<file path="config.mk">
export PLATFORM = sky130hd
export DESIGN_NAME = aesbc_ctrl
export DESIGN_NICKNAME = d
export VERILOG_FILES = /design/src/rtl/aesbc_pkg.sv /design/src/rtl/aesbc_ctrl.sv
export SDC_FILE = /design/constraint.sdc
export NUM_CORES = 1
export LEC_CHECK = 0
export ABC_AREA = 1
export ABC_CLOCK_PERIOD_IN_PS = 2600
export BUFFER_PORTS_ARGS = -buffer_cell sky130_fd_sc_hd__buf_2
export CORE_MARGIN = 5
export CORE_UTILIZATION = 48
export CTS_CLUSTER_DIAMETER = 80
export CTS_CLUSTER_SIZE = 25
export DETAILED_ROUTE_END_ITERATION = 8
export GPL_TIMING_DRIVEN = 0
export PLACE_DENSITY = 0.85
export SLEW_MARGIN = 20
export SYNTH_ARGS = -nofsm -noshare
export SYNTH_HDL_FRONTEND = slang
export SYNTH_SLANG_ARGS = --single-unit
</file>
<file path="constraint.sdc">
create_clock -name clk_i -period 2.6 [get_ports clk_i]
set_input_delay 0.78 -clock clk_i [delete_from_list [all_inputs] [get_ports clk_i]]
set_output_delay 0.78 -clock clk_i [all_outputs]
set_load 0.005 [all_outputs]
</file>
<file path="src/rtl/aesbc_pkg.sv">
// ----------------------------------------------------------------------------
// aesbc_pkg
// Shared types, lookup tables and round functions for the AES block cipher.
// ----------------------------------------------------------------------------
package aesbc_pkg;

  localparam int unsigned BlockW  = 128;
  localparam int unsigned WordW   = 32;
  localparam int unsigned RowAw   = 4;
  localparam int unsigned WordIdxW = 6;

  localparam logic [1:0] ModeKey128 = 2'd0;
  localparam logic [1:0] ModeKey192 = 2'd1;
  localparam logic [1:0] ModeKey256 = 2'd2;
  localparam logic [1:0] ModeSpare  = 2'd3;

  localparam logic [2:0] RegMode   = 3'd0;
  localparam logic [2:0] RegKey0   = 3'd1;
  localparam logic [2:0] RegKey1   = 3'd2;
  localparam logic [2:0] RegKey2   = 3'd3;
  localparam logic [2:0] RegKey3   = 3'd4;

  localparam logic [7:0] RconInit = 8'h01;
  localparam logic [7:0] GfPoly   = 8'h1b;

  // Controller to datapath
  typedef struct packed {
    logic             ks_clear;
    logic             ks_step;
    logic             ld_block;
    logic             add_first;
    logic             round_en;
    logic             last_round;
    logic [RowAw-1:0] rd_row;
    logic             out_load;
  } cmd_t;

  // Datapath to controller
  typedef struct packed {
    logic ks_last;
    logic func;
  } sts_t;

  localparam logic [7:0] SBOX [256] = '{
    8'h63,8'h7c,8'h77,8'h7b,8'hf2,8'h6b,8'h6f,8'hc5,8'h30,8'h01,8'h67,8'h2b,8'hfe,8'hd7,8'hab,8'h76,
    8'hca,8'h82,8'hc9,8'h7d,8'hfa,8'h59,8'h47,8'hf0,8'had,8'hd4,8'ha2,8'haf,8'h9c,8'ha4,8'h72,8'hc0,
    8'hb7,8'hfd,8'h93,8'h26,8'h36,8'h3f,8'hf7,8'hcc,8'h34,8'ha5,8'he5,8'hf1,8'h71,8'hd8,8'h31,8'h15,
    8'h04,8'hc7,8'h23,8'hc3,8'h18,8'h96,8'h05,8'h9a,8'h07,8'h12,8'h80,8'he2,8'heb,8'h27,8'hb2,8'h75,
    8'h09,8'h83,8'h2c,8'h1a,8'h1b,8'h6e,8'h5a,8'ha0,8'h52,8'h3b,8'hd6,8'hb3,8'h29,8'he3,8'h2f,8'h84,
    8'h53,8'hd1,8'h00,8'hed,8'h20,8'hfc,8'hb1,8'h5b,8'h6a,8'hcb,8'hbe,8'h39,8'h4a,8'h4c,8'h58,8'hcf,
    8'hd0,8'hef,8'haa,8'hfb,8'h43,8'h4d,8'h33,8'h85,8'h45,8'hf9,8'h02,8'h7f,8'h50,8'h3c,8'h9f,8'ha8,
    8'h51,8'ha3,8'h40,8'h8f,8'h92,8'h9d,8'h38,8'hf5,8'hbc,8'hb6,8'hda,8'h21,8'h10,8'hff,8'hf3,8'hd2,
    8'hcd,8'h0c,8'h13,8'hec,8'h5f,8'h97,8'h44,8'h17,8'hc4,8'ha7,8'h7e,8'h3d,8'h64,8'h5d,8'h19,8'h73,
    8'h60,8'h81,8'h4f,8'hdc,8'h22,8'h2a,8'h90,8'h88,8'h46,8'hee,8'hb8,8'h14,8'hde,8'h5e,8'h0b,8'hdb,
    8'he0,8'h32,8'h3a,8'h0a,8'h49,8'h06,8'h24,8'h5c,8'hc2,8'hd3,8'hac,8'h62,8'h91,8'h95,8'he4,8'h79,
    8'he7,8'hc8,8'h37,8'h6d,8'h8d,8'hd5,8'h4e,8'ha9,8'h6c,8'h56,8'hf4,8'hea,8'h65,8'h7a,8'hae,8'h08,
    8'hba,8'h78,8'h25,8'h2e,8'h1c,8'ha6,8'hb4,8'hc6,8'he8,8'hdd,8'h74,8'h1f,8'h4b,8'hbd,8'h8b,8'h8a,
    8'h70,8'h3e,8'hb5,8'h66,8'h48,8'h03,8'hf6,8'h0e,8'h61,8'h35,8'h57,8'hb9,8'h86,8'hc1,8'h1d,8'h9e,
    8'he1,8'hf8,8'h98,8'h11,8'h69,8'hd9,8'h8e,8'h94,8'h9b,8'h1e,8'h87,8'he9,8'hce,8'h55,8'h28,8'hdf,
    8'h8c,8'ha1,8'h89,8'h0d,8'hbf,8'he6,8'h42,8'h68,8'h41,8'h99,8'h2d,8'h0f,8'hb0,8'h54,8'hbb,8'h16
  };

  localparam logic [7:0] INV_SBOX [256] = '{
    8'h52,8'h09,8'h6a,8'hd5,8'h30,8'h36,8'ha5,8'h38,8'hbf,8'h40,8'ha3,8'h9e,8'h81,8'hf3,8'hd7,8'hfb,
    8'h7c,8'he3,8'h39,8'h82,8'h9b,8'h2f,8'hff,8'h87,8'h34,8'h8e,8'h43,8'h44,8'hc4,8'hde,8'he9,8'hcb,
    8'h54,8'h7b,8'h94,8'h32,8'ha6,8'hc2,8'h23,8'h3d,8'hee,8'h4c,8'h95,8'h0b,8'h42,8'hfa,8'hc3,8'h4e,
    8'h08,8'h2e,8'ha1,8'h66,8'h28,8'hd9,8'h24,8'hb2,8'h76,8'h5b,8'ha2,8'h49,8'h6d,8'h8b,8'hd1,8'h25,
    8'h72,8'hf8,8'hf6,8'h64,8'h86,8'h68,8'h98,8'h16,8'hd4,8'ha4,8'h5c,8'hcc,8'h5d,8'h65,8'hb6,8'h92,
    8'h6c,8'h70,8'h48,8'h50,8'hfd,8'hed,8'hb9,8'hda,8'h5e,8'h15,8'h46,8'h57,8'ha7,8'h8d,8'h9d,8'h84,
    8'h90,8'hd8,8'hab,8'h00,8'h8c,8'hbc,8'hd3,8'h0a,8'hf7,8'he4,8'h58,8'h05,8'hb8,8'hb3,8'h45,8'h06,
    8'hd0,8'h2c,8'h1e,8'h8f,8'hca,8'h3f,8'h0f,8'h02,8'hc1,8'haf,8'hbd,8'h03,8'h01,8'h13,8'h8a,8'h6b,
    8'h3a,8'h91,8'h11,8'h41,8'h4f,8'h67,8'hdc,8'hea,8'h97,8'hf2,8'hcf,8'hce,8'hf0,8'hb4,8'he6,8'h73,
    8'h96,8'hac,8'h74,8'h22,8'he7,8'had,8'h35,8'h85,8'he2,8'hf9,8'h37,8'he8,8'h1c,8'h75,8'hdf,8'h6e,
    8'h47,8'hf1,8'h1a,8'h71,8'h1d,8'h29,8'hc5,8'h89,8'h6f,8'hb7,8'h62,8'h0e,8'haa,8'h18,8'hbe,8'h1b,
    8'hfc,8'h56,8'h3e,8'h4b,8'hc6,8'hd2,8'h79,8'h20,8'h9a,8'hdb,8'hc0,8'hfe,8'h78,8'hcd,8'h5a,8'hf4,
    8'h1f,8'hdd,8'ha8,8'h33,8'h88,8'h07,8'hc7,8'h31,8'hb1,8'h12,8'h10,8'h59,8'h27,8'h80,8'hec,8'h5f,
    8'h60,8'h51,8'h7f,8'ha9,8'h19,8'hb5,8'h4a,8'h0d,8'h2d,8'he5,8'h7a,8'h9f,8'h93,8'hc9,8'h9c,8'hef,
    8'ha0,8'he0,8'h3b,8'h4d,8'hae,8'h2a,8'hf5,8'hb0,8'hc8,8'heb,8'hbb,8'h3c,8'h83,8'h53,8'h99,8'h61,
    8'h17,8'h2b,8'h04,8'h7e,8'hba,8'h77,8'hd6,8'h26,8'he1,8'h69,8'h14,8'h63,8'h55,8'h21,8'h0c,8'h7d
  };

  function automatic logic [3:0] nk_of(input logic [1:0] mode);
    case (mode)
      ModeKey128: nk_of = 4'd4;
      ModeKey192: nk_of = 4'd6;
      default:    nk_of = 4'd8;
    endcase
  endfunction

  function automatic logic [3:0] nr_of(input logic [1:0] mode);
    nr_of = nk_of(mode) + 4'd6;
  endfunction

  function automatic logic [7:0] xtime(input logic [7:0] a);
    xtime = {a[6:0], 1'b0} ^ (a[7] ? GfPoly : 8'h00);
  endfunction

  function automatic logic [7:0] get_byte(input logic [BlockW-1:0] s, input int unsigned i);
    get_byte = s[BlockW-1-8*i -: 8];
  endfunction

  function automatic logic [BlockW-1:0] sbox_state(input logic [BlockW-1:0] s, input logic inv);
    logic [BlockW-1:0] t;
    t = '0;
    for (int unsigned i = 0; i < 16; i++) begin
      t[BlockW-1-8*i -: 8] = inv ? INV_SBOX[get_byte(s, i)] : SBOX[get_byte(s, i)];
    end
    sbox_state = t;
  endfunction

  function automatic logic [BlockW-1:0] shift_rows(input logic [BlockW-1:0] s, input logic inv);
    logic [BlockW-1:0] t;
    int unsigned r, c, src;
    t = '0;
    for (int unsigned i = 0; i < 16; i++) begin
      r = i % 4;
      c = i / 4;
      src = inv ? (c + 4 - r) % 4 : (c + r) % 4;
      t[BlockW-1-8*i -: 8] = get_byte(s, r + 4 * src);
    end
    shift_rows = t;
  endfunction

  function automatic logic [WordW-1:0] mix_word(input logic [WordW-1:0] w);
    logic [7:0] b0, b1, b2, b3;
    b0 = w[31:24]; b1 = w[23:16]; b2 = w[15:8]; b3 = w[7:0];
    mix_word = {xtime(b0) ^ xtime(b1) ^ b1 ^ b2 ^ b3,
                b0 ^ xtime(b1) ^ xtime(b2) ^ b2 ^ b3,
                b0 ^ b1 ^ xtime(b2) ^ xtime(b3) ^ b3,
                xtime(b0) ^ b0 ^ b1 ^ b2 ^ xtime(b3)};
  endfunction

  function automatic logic [WordW-1:0] inv_mix_word(input logic [WordW-1:0] w);
    logic [7:0] b [4];
    logic [7:0] m9 [4];
    logic [7:0] m11 [4];
    logic [7:0] m13 [4];
    logic [7:0] m14 [4];
    logic [7:0] x2, x4, x8;
    for (int unsigned k = 0; k < 4; k++) begin
      b[k] = w[31-8*k -: 8];
      x2 = xtime(b[k]);
      x4 = xtime(x2);
      x8 = xtime(x4);
      m9[k]  = x8 ^ b[k];
      m11[k] = x8 ^ x2 ^ b[k];
      m13[k] = x8 ^ x4 ^ b[k];
      m14[k] = x8 ^ x4 ^ x2;
    end
    inv_mix_word = {m14[0] ^ m11[1] ^ m13[2] ^ m9[3],
                    m9[0] ^ m14[1] ^ m11[2] ^ m13[3],
                    m13[0] ^ m9[1] ^ m14[2] ^ m11[3],
                    m11[0] ^ m13[1] ^ m9[2] ^ m14[3]};
  endfunction

  function automatic logic [BlockW-1:0] mix_state(input logic [BlockW-1:0] s, input logic inv);
    logic [BlockW-1:0] t;
    t = '0;
    for (int unsigned c = 0; c < 4; c++) begin
      t[BlockW-1-32*c -: 32] = inv ? inv_mix_word(s[BlockW-1-32*c -: 32])
                                   : mix_word(s[BlockW-1-32*c -: 32]);
    end
    mix_state = t;
  endfunction

endpackage

</file>
<file path="src/rtl/aesbc_ctrl.sv">
// ----------------------------------------------------------------------------
// aesbc_ctrl
// Sequencer for key expansion, cipher rounds and result hand-off.
// ----------------------------------------------------------------------------
module aesbc_ctrl (
  input  logic            clk_i,
  input  logic            rst_ni,
  input  logic [1:0]      mode_i,
  input  logic            stale_i,
  output logic            stale_clr_o,
  input  logic            in_valid_i,
  output logic            in_ready_o,
  output logic            out_valid_o,
  input  logic            out_ready_i,
  output aesbc_pkg::cmd_t cmd_o,
  input  aesbc_pkg::sts_t sts_i
);

  typedef enum logic [2:0] {
    StIdle,
    StBuild,
    StIssue,
    StAdd0,
    StRound,
    StDone
  } state_e;

  state_e                      state_q, state_d;
  logic [aesbc_pkg::RowAw-1:0] rnd_q, rnd_d, nr, issue;
  logic                        out_valid_q, out_valid_d;

  assign nr = aesbc_pkg::nr_of(mode_i);

  always_comb begin
    state_d     = state_q;
    rnd_d       = rnd_q;
    cmd_o       = '0;
    stale_clr_o = 1'b0;
    issue       = '0;
    case (state_q)
      StIdle: begin
        cmd_o.ks_clear = 1'b1;
        if (in_valid_i) begin
          cmd_o.ld_block = 1'b1;
          state_d = stale_i ? StBuild : StIssue;
        end
      end
      StBuild: begin
        cmd_o.ks_step = 1'b1;
        if (sts_i.ks_last) begin
          stale_clr_o = 1'b1;
          state_d = StIssue;
        end
      end
      StIssue: begin
        issue = '0;
        rnd_d = '0;
        state_d = StAdd0;
      end
      StAdd0: begin
        cmd_o.add_first = 1'b1;
        issue = 4'd1;
        rnd_d = 4'd1;
        state_d = StRound;
      end
      StRound: begin
        cmd_o.round_en   = 1'b1;
        cmd_o.last_round = (rnd_q == nr);
        issue = rnd_q + 4'd1;
        rnd_d = rnd_q + 4'd1;
        if (rnd_q == nr) begin
          state_d = StDone;
        end
      end
      StDone: begin
        if (!out_valid_q || out_ready_i) begin
          cmd_o.out_load = 1'b1;
          state_d = StIdle;
        end
      end
      default: state_d = StIdle;
    endcase
    // Decryption walks the schedule from the last round key down
    cmd_o.rd_row = sts_i.func ? nr - issue : issue;
    out_valid_d  = cmd_o.out_load | (out_valid_q & ~out_ready_i);
  end

  always_ff @(posedge clk_i or negedge rst_ni) begin
    if (!rst_ni) begin
      state_q     <= StIdle;
      rnd_q       <= '0;
      out_valid_q <= 1'b0;
    end else begin
      state_q     <= state_d;
      rnd_q       <= rnd_d;
      out_valid_q <= out_valid_d;
    end
  end

  assign in_ready_o  = (state_q == StIdle);
  assign out_valid_o = out_valid_q;

endmodule

</file>
==> impl_metrics.ini, run 1 <==
[clock_tree]
cts_root_buf = clkbuf_4
clockBufferDepth = 2
insertion_delay_ns = 0.26
cts.clk_slew.worst_paths_ns = 0.06
cts_hold_buf = 0
htree_levels = 1
cts-buffers-inserted = 3
cts_tree = yes
cts_sinks = 8

[cells_and_area]
nNetsFinal = 163
syn_to_final_growth_pct = 61.3
diodes = 0
layout-drive-gt1-share_pct = 58.1
utilization_pct = 84.4
final_cell_mix = buf_4, buf_2, nand2_1
final_cells = 163

[floorplan]
io_pins = 23
fp.dieW_um = 48.1
fp-row-count = 13
floorplan.initialDensity_pct = 52.3
core-area_sq_mm = 0.00133
die_area_sq_mm = 0.00232
fp.dieH_um = 48.1

[sta]
setup_ws_ns = -0.265
slew_violations = 0
period_minus_slack_ns = 2.87
timing.final.hold_violations = 0
timing.clock.skew_ns = 0.00279
fmax_mhz = 349
tightestPinTransition_ns = 0.291
period_share_pct = 110
rsz0062_at_grt = true
max-slew-margin-rel_pct = 80.6
setup_violations = 3

[logic_synthesis]
synth-xor-area-share_pct = 2.51
yosysTopAreaCellShare_pct = 28.7
yosysSeqAreaShare_pct = 28.7
synth_top_family_by_area = simple AND/OR/NAND/NOR gates
synth_area_sq_um = 698
synth_compound_area_share_pct = 9.50
synth_seq_cells = 8
synth_top_area_cell = dfrtp_1
synth.avg_cell_area_sq_um = 6.78
yosysWarnings = 0
yosys.area_share.simple_pct = 37.6
synth_fa_ha_area_share_pct = 8.24
syn_nets = 116
synthCells = 103
synthMuxAreaShare_pct = 0
ys_types = 20
synth.area.top_cells = dfrtp_1, nand2_1, inv_1, nor2_1, nand3_2

[critical_path]
crit_fanout = 3
cp_slowest_stage_delay_ns = 0.43
cp_slowest_cell = dfrtp_2
worstSetupEndpointType = output port
crit_family = simple AND/OR/NAND/NOR gates
path_class = register to output port
path_buf_inv = 2
start_kind = register
critical_path.cell_chain = nor2_4 -> nand3_2 -> nand2_2 -> inv_2 -> fa_2 -> xor2_2 -> nand2_1 -> o21ai_1 -> buf_2
cp_data_required_time_ns = 1.82
crit_arrival_ns = 2.09

[power_and_ir_drop]
pwr-share-seq_pct = 19.7
clkPwrFrac_pct = 8.8
internal-power_uw = 602
ir_worst_vdd_v = 0.000671
leakage_nw = 0.653
combPwrFrac_pct = 71.5
switching_share_pct = 46.2
p_per_area_mw_per_mm2 = 994
power.net_switching_uw = 517

[grt]
antenna_found_initial = 0
grt-ovfl-total = 0
grt_pass1_vias = 841
grt_use_total_pct = 23.3
grt_max_degree = 9
grt_util_met3_pct = 6.27
grtUsageMet2_pct = 44.3
busiest_layer = met2
grt.met1_usage_pct = 18.6
grt_pass1_wl_mm = 3.51

[routing]
drc_errors = 0
avgViaCountPerCell = 5.33
dr_total_vias = 869
wire_per_inst_um = 15.8
first_iter_violations = 10
wl_mm = 2.58
ant_nets = 0
firstDrtPassIters = 4

[status]
violations = negative setup slack
status = complete, but fails checks

[worst_hold_path]
min_path_type = input port to async pin

[job]
maxCapViolCount = 0

[placement]
io_buffers = 22
dp.cells = 140
dpl.hpwl_mm = 1.33
routabilityCongestion = 0.872
layer usage:
metal	part of all wire, %	up-vias
met1	33	394
met3	5.0	23
li1	-	406
met4	8.2	0
met2	54	46
met5	0	-
worst register-to-register path: stages, from the launching register on:
cell,delay (ns)
dfrtp_2,0.43
nor2_4,0.17
buf_4,0.13
buf_4,0.10
buf_4,0.10
nand2_2,0.07
nor2_2,0.13
nor2_2,0.06
nand3_1,0.07
nand2_1,0.05
worst paths after layout:
path,startpoint,end,slack (ns),depth (start not counted)
min reg2reg,rnd_q[3],rnd_q[3],0.59,2
max in group asynchronous,rst_ni,state_q[2],2.06,1
min in group clk_i,rnd_q[3],rnd_q[3],0.59,2
max reg2reg,state_q[0],state_q[0],1.17,9
min,rst_ni,out_valid_o,0.35,1
max,state_q[0],cmd_o[3],-0.27,9
flip-flops by register name (all words and copies together) (netlist names):
| register | cells |
|---|---|
| rnd_q | 4 |
| out_valid_o | 1 |
| state_q | 3 |
cells in the mapped netlist:
library cell and instances:
nand3_2 4, buf_4 2, nand4_1 1, a211oi_2 1, fa_1 1, dfrtp_1 8
nor2_2 4, o211a_1 1, inv_1 18, nand2_2 3, xor2_1 2, o21ai_2 1
o21ai_1 4, ha_1 3, o21ai_0 1, inv_2 3, nor2_1 12, nand3_1 6
nand2_1 26, a21oi_1 2
logic make-up (layout without fill, tap and decap cells):
kind of cell / Yosys count / after routing
AND/OR/NAND/NOR: 56 / 56
buffers and inverters: 23 / 68
AO/OA/AOI/OAI: 10 / 10
flip-flops: 8 / 8
adder cells (fa/ha/maj): 4 / 4
XOR/XNOR: 2 / 2
through the flow:
stage	cell area, sq um	worst slack (ns)	TNS (ns)	hold WS (ns)	total power, mW
after floorplan	698	0.205	0	0.484	0.544
after global placement	827	-0.0851	-0.0851	0.574	0.675
after detailed placement	827	-0.115	-0.132	0.576	0.694
after CTS	1020	-0.0594	-0.144	0.348	0.968
after global routing	1130	-0.349	-0.731	0.359	1.20
final	1130	-0.265	-0.484	0.352	1.12
area by class of cell:
cell class | count | area (sq um)
multi-input cells | 72 | 522
repair buffers | 42 | 260
fillers | 86 | 208
flip-flops and latches | 8 | 204
inverters | 21 | 83.8
clock buffers | 3 | 22.5
well taps | 15 | 18.8
plain buffers | 2 | 15.0
power groups by stage:
stage / Combinational (mW) / Clock, mW / Sequential (mW)
after floorplan: 0.335 / 0 / 0.210
after global placement: 0.458 / 0 / 0.217
after detailed placement: 0.474 / 0 / 0.220
after CTS: 0.657 / 0.0997 / 0.212
after global routing: 0.873 / 0.106 / 0.223
final: 0.800 / 0.0988 / 0.220
timing repair:
| item | 4_1_cts | 5_1_grt |
|---|---|---|
| pin swaps | 9 | 7 |
| resized for setup | 19 | 12 |
| buffers inserted | 14 | 6 |
| setup endpoints to repair | 3 | 3 |
No activity file was read; power rests on OpenSTA's default activity.
==> run 2: changes to the inputs <==
ABC_AREA = unset   (was 1)
CORE_UTILIZATION = 49   (was 48)
PLACE_DENSITY = 0.86   (was 0.85)
==> run 2 against run 1 <==
The flow still finishes with violations (negative setup slack). Critical endpoint is now cmd_o[4]. Core utilization is 11 points lower. Routed wire length is 32% lower. Worst setup slack better by 0.11 ns. Combinational power is 27% lower.
==> impl_metrics.ini, run 2 <==
[status]
status = complete, but fails checks
violations = negative setup slack

[logic_synthesis]
yosysTopAreaCellShare_pct = 27.5
synthArstFlopShare_pct = 100
synth_top_cells_by_count = nand2_1, dfrtp_1, a21oi_1, inv_1, o21ai_0
ys_types = 33
yosysMostFrequentCell = nand2_1
synth.area.top_cells = dfrtp_1, nand2_1, ha_1, a21oi_1, mux2i_1
synth.avg_cell_area_sq_um = 8.17
synth_area_sq_um = 727
yosysWarnings = 0
yosysSeqAreaShare_pct = 27.5
synth_seq_cells = 8
synthCells = 89
synth_edf_count = 0
synth_top_area_cell = dfrtp_1
syn_nets = 102
yosys_most_used_dff = dfrtp_1

[worst_hold_path]
min_path_type = input port to async pin

[placement]
dpl_worst_slack_ns = -0.225
dpl.hpwl_mm = 1.26
io_buffers = 22
routabilityCongestion = 0.764

[floorplan]
io_pins = 23
floorplan.initialDensity_pct = 53.8
fp.dieW_um = 48.5
core-area_sq_mm = 0.00135
fp-row-count = 13
die_area_sq_mm = 0.00235
fp.dieH_um = 48.5

[cells_and_area]
layout-drive-gt1-share_pct = 45.5
largest_reg_flops = 4
syn_to_final_growth_pct = 37.0
nFillCells = 115
diodes = 0
final_cell_mix = buf_2, nand2_1, buf_4
nNetsFinal = 138
final_common_cell = buf_2
max_flop_register = rnd_q

[power_and_ir_drop]
internal-power_uw = 515
leakage_nw = 0.492
clkPwrFrac_pct = 10.8
combPwrFrac_pct = 66.8
power.net_switching_uw = 366
switching_share_pct = 41.5
pwr-share-seq_pct = 22.5
p_per_area_mw_per_mm2 = 884
ir_worst_vdd_v = 0.000498

[sta]
timing.final.hold_violations = 0
setup_violations = 3
slew_violations = 0
rsz0062_at_grt = true
max-slew-margin-rel_pct = 80.5
fmax_mhz = 363
timing.clock.skew_ns = 0.0106
setup_ws_ns = -0.153
period_share_pct = 106
tightestPinTransition_ns = 0.290
tns_ns = -0.361
period_minus_slack_ns = 2.75
hold_slack_ns = 0.351

[grt]
antenna_found_initial = 0
grt_pass1_vias = 718
grt_util_met3_pct = 3.36
grt-ovfl-total = 0
grt_use_total_pct = 15.7
grt_pass1_wl_mm = 2.99
grt_max_degree = 11
grt.met1_usage_pct = 16.0
grtUsageMet2_pct = 28.7
busiest_layer = met2

[clock_tree]
cts_root_buf = clkbuf_4
insertion_delay_ns = 0.26
cts_tree = yes
cts-buffers-inserted = 3
clockBufferDepth = 2
cts.clk_slew.worst_paths_ns = 0.06
cts_sinks = 8
htree_levels = 1

[routing]
drc_errors = 0
wire_per_inst_um = 12.8
ant_nets = 0
wl_mm = 1.76
avgViaCountPerCell = 5.51
dr_total_vias = 761
first_iter_violations = 14
firstDrtPassIters = 4

[critical_path]
crit_fanout = 3
path_class = register to output port
start_kind = register
crit_arrival_ns = 1.97
worstSetupEndpointType = output port
cp_data_required_time_ns = 1.82

[job]
maxCapViolCount = 0
==> run 2: cell count changes after synthesis, sizes merged, moves of 3 or more <==
cell	previous run	this run
inv	21	5
nand2	29	13
nor2	16	4
nand3	10	4
buf	2	7
a21oi	2	6
nor3	0	4
mux2i	0	3
==> run 2: metrics by stage <==
stage	power [mW]	cells	util, %	instance area (sq um)
final	0.880	138	73.8	996
after global routing	0.952	138	73.8	996
after CTS	0.868	138	72.8	982
after detailed placement	0.674	126	63.4	856
after global placement	0.661	126	63.4	856
after floorplan	0.535	89	-	727
==> run 2: final cells by class <==
cell class	count	area, sq um	area share (%)
plain buffers	7	46.3	4.65
clock buffers	3	22.5	2.26
inverters	5	18.8	1.88
multi-input cells	69	507	50.9
flip-flops and latches	8	201	20.2
well taps	15	18.8	1.88
repair buffers	31	181	18.2
==> run 2: critical path: stages (launching register included) <==
cell     delay [ns]
dfrtp_1        0.41
ha_2           0.22
xor2_1         0.18
nand2_2        0.10
ha_4           0.29
nand3_2        0.09
o22ai_2        0.18
xnor2_1        0.12
buf_2          0.12
==> run 2: final timing paths <==
kind / from / endpoint / slack, ns / cells after the start
max: rnd_q[0] / cmd_o[4] / -0.15 / 8
min: rst_ni / out_valid_o / 0.35 / 1
max reg2reg: state_q[0] / rnd_q[0] / 1.21 / 5
min reg2reg: out_valid_o / out_valid_o / 0.54 / 2
max in group asynchronous: rst_ni / state_q[1] / 2.05 / 1
min in group clk_i: out_valid_o / out_valid_o / 0.54 / 2
==> run 2: what timing repair did <==
action                                 CTS  global route
buffers inserted                         9             0
pin swaps                                5            10
endpoints found under the hold margin    0             0
resized for setup                       10             5
setup endpoints to repair                3             3
hold buffers                             0             0
==> run 2: kinds of logic (layout without fill, tap and decap cells) <==
| group | Yosys count | after routing | share of synthesized area (%) |
|---|---|---|---|
| buf+inv | 12 | 46 | 8.95 |
| xor+xnor | 4 | 4 | 4.82 |
| compound gates | 20 | 20 | 17.6 |
| mux | 4 | 4 | 6.20 |
| simple gates | 37 | 37 | 27.0 |
| flops | 8 | 8 | 27.5 |
| fa+ha+maj | 4 | 4 | 7.92 |
==> run 2: layer usage <==
layer,wire [um],up-vias
met3,129,5
met5,0,-
li1,-,379
met4,38,0
met2,866,28
met1,729,349
==> run 2: power groups by stage <==
| stage | registers, mW | clock network [mW] | logic, mW |
|---|---|---|---|
| detailed placement | 0.206 | 0 | 0.468 |
| finish | 0.198 | 0.0948 | 0.588 |
| CTS | 0.196 | 0.0969 | 0.575 |
| global route | 0.203 | 0.103 | 0.647 |
| floorplan | 0.199 | 0 | 0.336 |
| global placement | 0.205 | 0 | 0.457 |
==> run 3: changes to the inputs <==
--- a/config.mk
+++ b/config.mk
@@ -9,2 +9,3 @@
 export BUFFER_PORTS_ARGS = -buffer_cell sky130_fd_sc_hd__buf_2
+export CAP_MARGIN = 10
 export CORE_MARGIN = 5
==> constraint.sdc (replaced) <==
create_clock -name clk_i -period 2.6 [get_ports clk_i]
set_input_delay 0.13 -clock clk_i [delete_from_list [all_inputs] [get_ports clk_i]]
set_output_delay 0.13 -clock clk_i [all_outputs]
set_load 0.005 [all_outputs]
==> run 3 against run 2 <==
The flow now finishes without violations. Core utilization shrank 8.0 points. Critical path type unchanged. Maximum frequency grew 22%. Largest power group unchanged. Routed wire length down 7.0%.
==> impl_metrics.ini, run 3 (synthesis results as in run 2) <==
[power_and_ir_drop]
pwr-share-seq_pct = 26.7
ir_worst_vdd_v = 0.000478
internal-power_uw = 438
p_per_area_mw_per_mm2 = 864
switching_share_pct = 42.9
power.net_switching_uw = 330
combPwrFrac_pct = 60.8
clkPwrFrac_pct = 12.4
leakage_nw = 0.438

[routing]
firstDrtPassIters = 4
routed-wl-met2_um = 739
ant_nets = 0
wl_mm = 1.64
dr_total_vias = 720
drc_errors = 0
first_iter_violations = 18
route.met3.wl_um = 141
avgViaCountPerCell = 5.54
wire_per_inst_um = 12.6
top_layer_used = met4
m1WireLength_um = 691

[placement]
io_buffers = 22
dpl_worst_slack_ns = 0.590
dpl.hpwl_mm = 1.26
dp.cells = 126
dpl_cell_area_sq_um = 856
routabilityCongestion = 0.764

[cells_and_area]
largest_reg_flops = 4
layout-drive-gt1-share_pct = 32.2
diodes = 0
final_cells = 130
max_flop_register = rnd_q
final_cell_mix = buf_2, nand2_1, dfrtp_1
post-route-cell-area_sq_um = 888
syn_to_final_growth_pct = 22.2
nNetsFinal = 130
final_common_cell = buf_2

[grt]
grt_max_degree = 11
grt_pass1_vias = 689
antenna_found_initial = 0
grt-ovfl-total = 0
grt_use_total_pct = 14.8
grt_pass1_wl_mm = 2.82

[critical_path]
path_class = register to output port
crit_arrival_ns = 2.13
reg2reg_from = rnd_q[2]
cp_slowest_stage_delay_ns = 0.44
path_buf_inv = 2
critical_path.cell_chain = nor3b_4 -> o2bb2ai_2 -> inv_1 -> fa_1 -> xor2_1 -> nand2_1 -> o21ai_0 -> buf_2
start_kind = register
crit_fanout = 6
cp_data_required_time_ns = 2.47
cp_slowest_cell = dfrtp_1
crit_family = flip-flops
worstSetupEndpointType = output port
cp-startpoint = state_q[1]

[floorplan]
core-area_sq_mm = 0.00135
io_pins = 23
die_area_sq_mm = 0.00235
floorplan.initialDensity_pct = 53.8
fp.dieW_um = 48.5
fp.dieH_um = 48.5
fp-row-count = 13

[sta]
timing.final.hold_violations = 0
hold_slack_ns = 0.151
tns_ns = 0
tightestPinTransition_ns = 0.289
period_share_pct = 87.1
setup_ws_ns = 0.336
timing.clock.skew_ns = 0.0118
setup_violations = 0
period_minus_slack_ns = 2.26
slew_violations = 0
fmax_mhz = 442
max-slew-margin-rel_pct = 80.6
rsz0062_at_grt = false

[clock_tree]
cts_sinks = 8
cts_root_buf = clkbuf_4
cts_setup_buffers = 0
cts_hold_buf = 1
cts-resized-gates = 0
insertion_delay_ns = 0.26
clockBufferDepth = 2
htree_levels = 1
cts_tree = yes
cts.clk_slew.worst_paths_ns = 0.05
cts-buffers-inserted = 3

[job]
maxCapViolCount = 0

[worst_hold_path]
min_path_type = input port to register
hold_start = sts_i[1]

[status]
status = finished, final reports clean
-- run 3: metrics by stage --
step,utilization (%),total power [mW]
finish,65.8,0.768
CTS,65.8,0.773
detailed placement,63.4,0.674
global route,65.8,0.837
floorplan,-,0.535
global placement,63.4,0.661
-- run 3: layout make-up --
class,count,area [sq um]
clock buffer,3,22.5
inverter,5,18.8
multi-input combinational,69,462
timing repair buffer,23,120
fill,141,462
buffer,7,46.3
tap,15,18.8
sequential,8,200
-- run 3: worst register-to-register path: stages (launching register included) --
cell	delay, ns
dfrtp_1	0.35
buf_2	0.16
or3b_1	0.35
a21oi_1	0.13
a31oi_1	0.07
o21ai_1	0.16
-- run 3: power groups by stage --
stage               combinational (mW)  sequential [mW]  clock (mW)
finish                           0.467            0.205      0.0956
global route                     0.519            0.212       0.106
CTS                              0.472            0.204      0.0969
detailed placement               0.468            0.206           0
global placement                 0.457            0.205           0
floorplan                        0.336            0.199           0
-- run 3: final timing paths --
path	to	slack, ns	depth (start not counted)
worst max-delay path	cmd_o[3]	0.34	8
max in group asynchronous	state_q[0]	2.13	2
worst max register to register	state_q[0]	1.28	5
min in group asynchronous	rnd_q[2]	0.29	2
worst min register to register	out_valid_o	0.54	2
worst min-delay path	state_q[1]	0.15	3
-- run 3: per-layer routing --
metal | up-vias | track usage (%)
li1 | 362 | -
met4 | 0 | 11.2
met2 | 32 | 25.9
met1 | 319 | 14.9
met5 | - | 0
met3 | 7 | 3.36
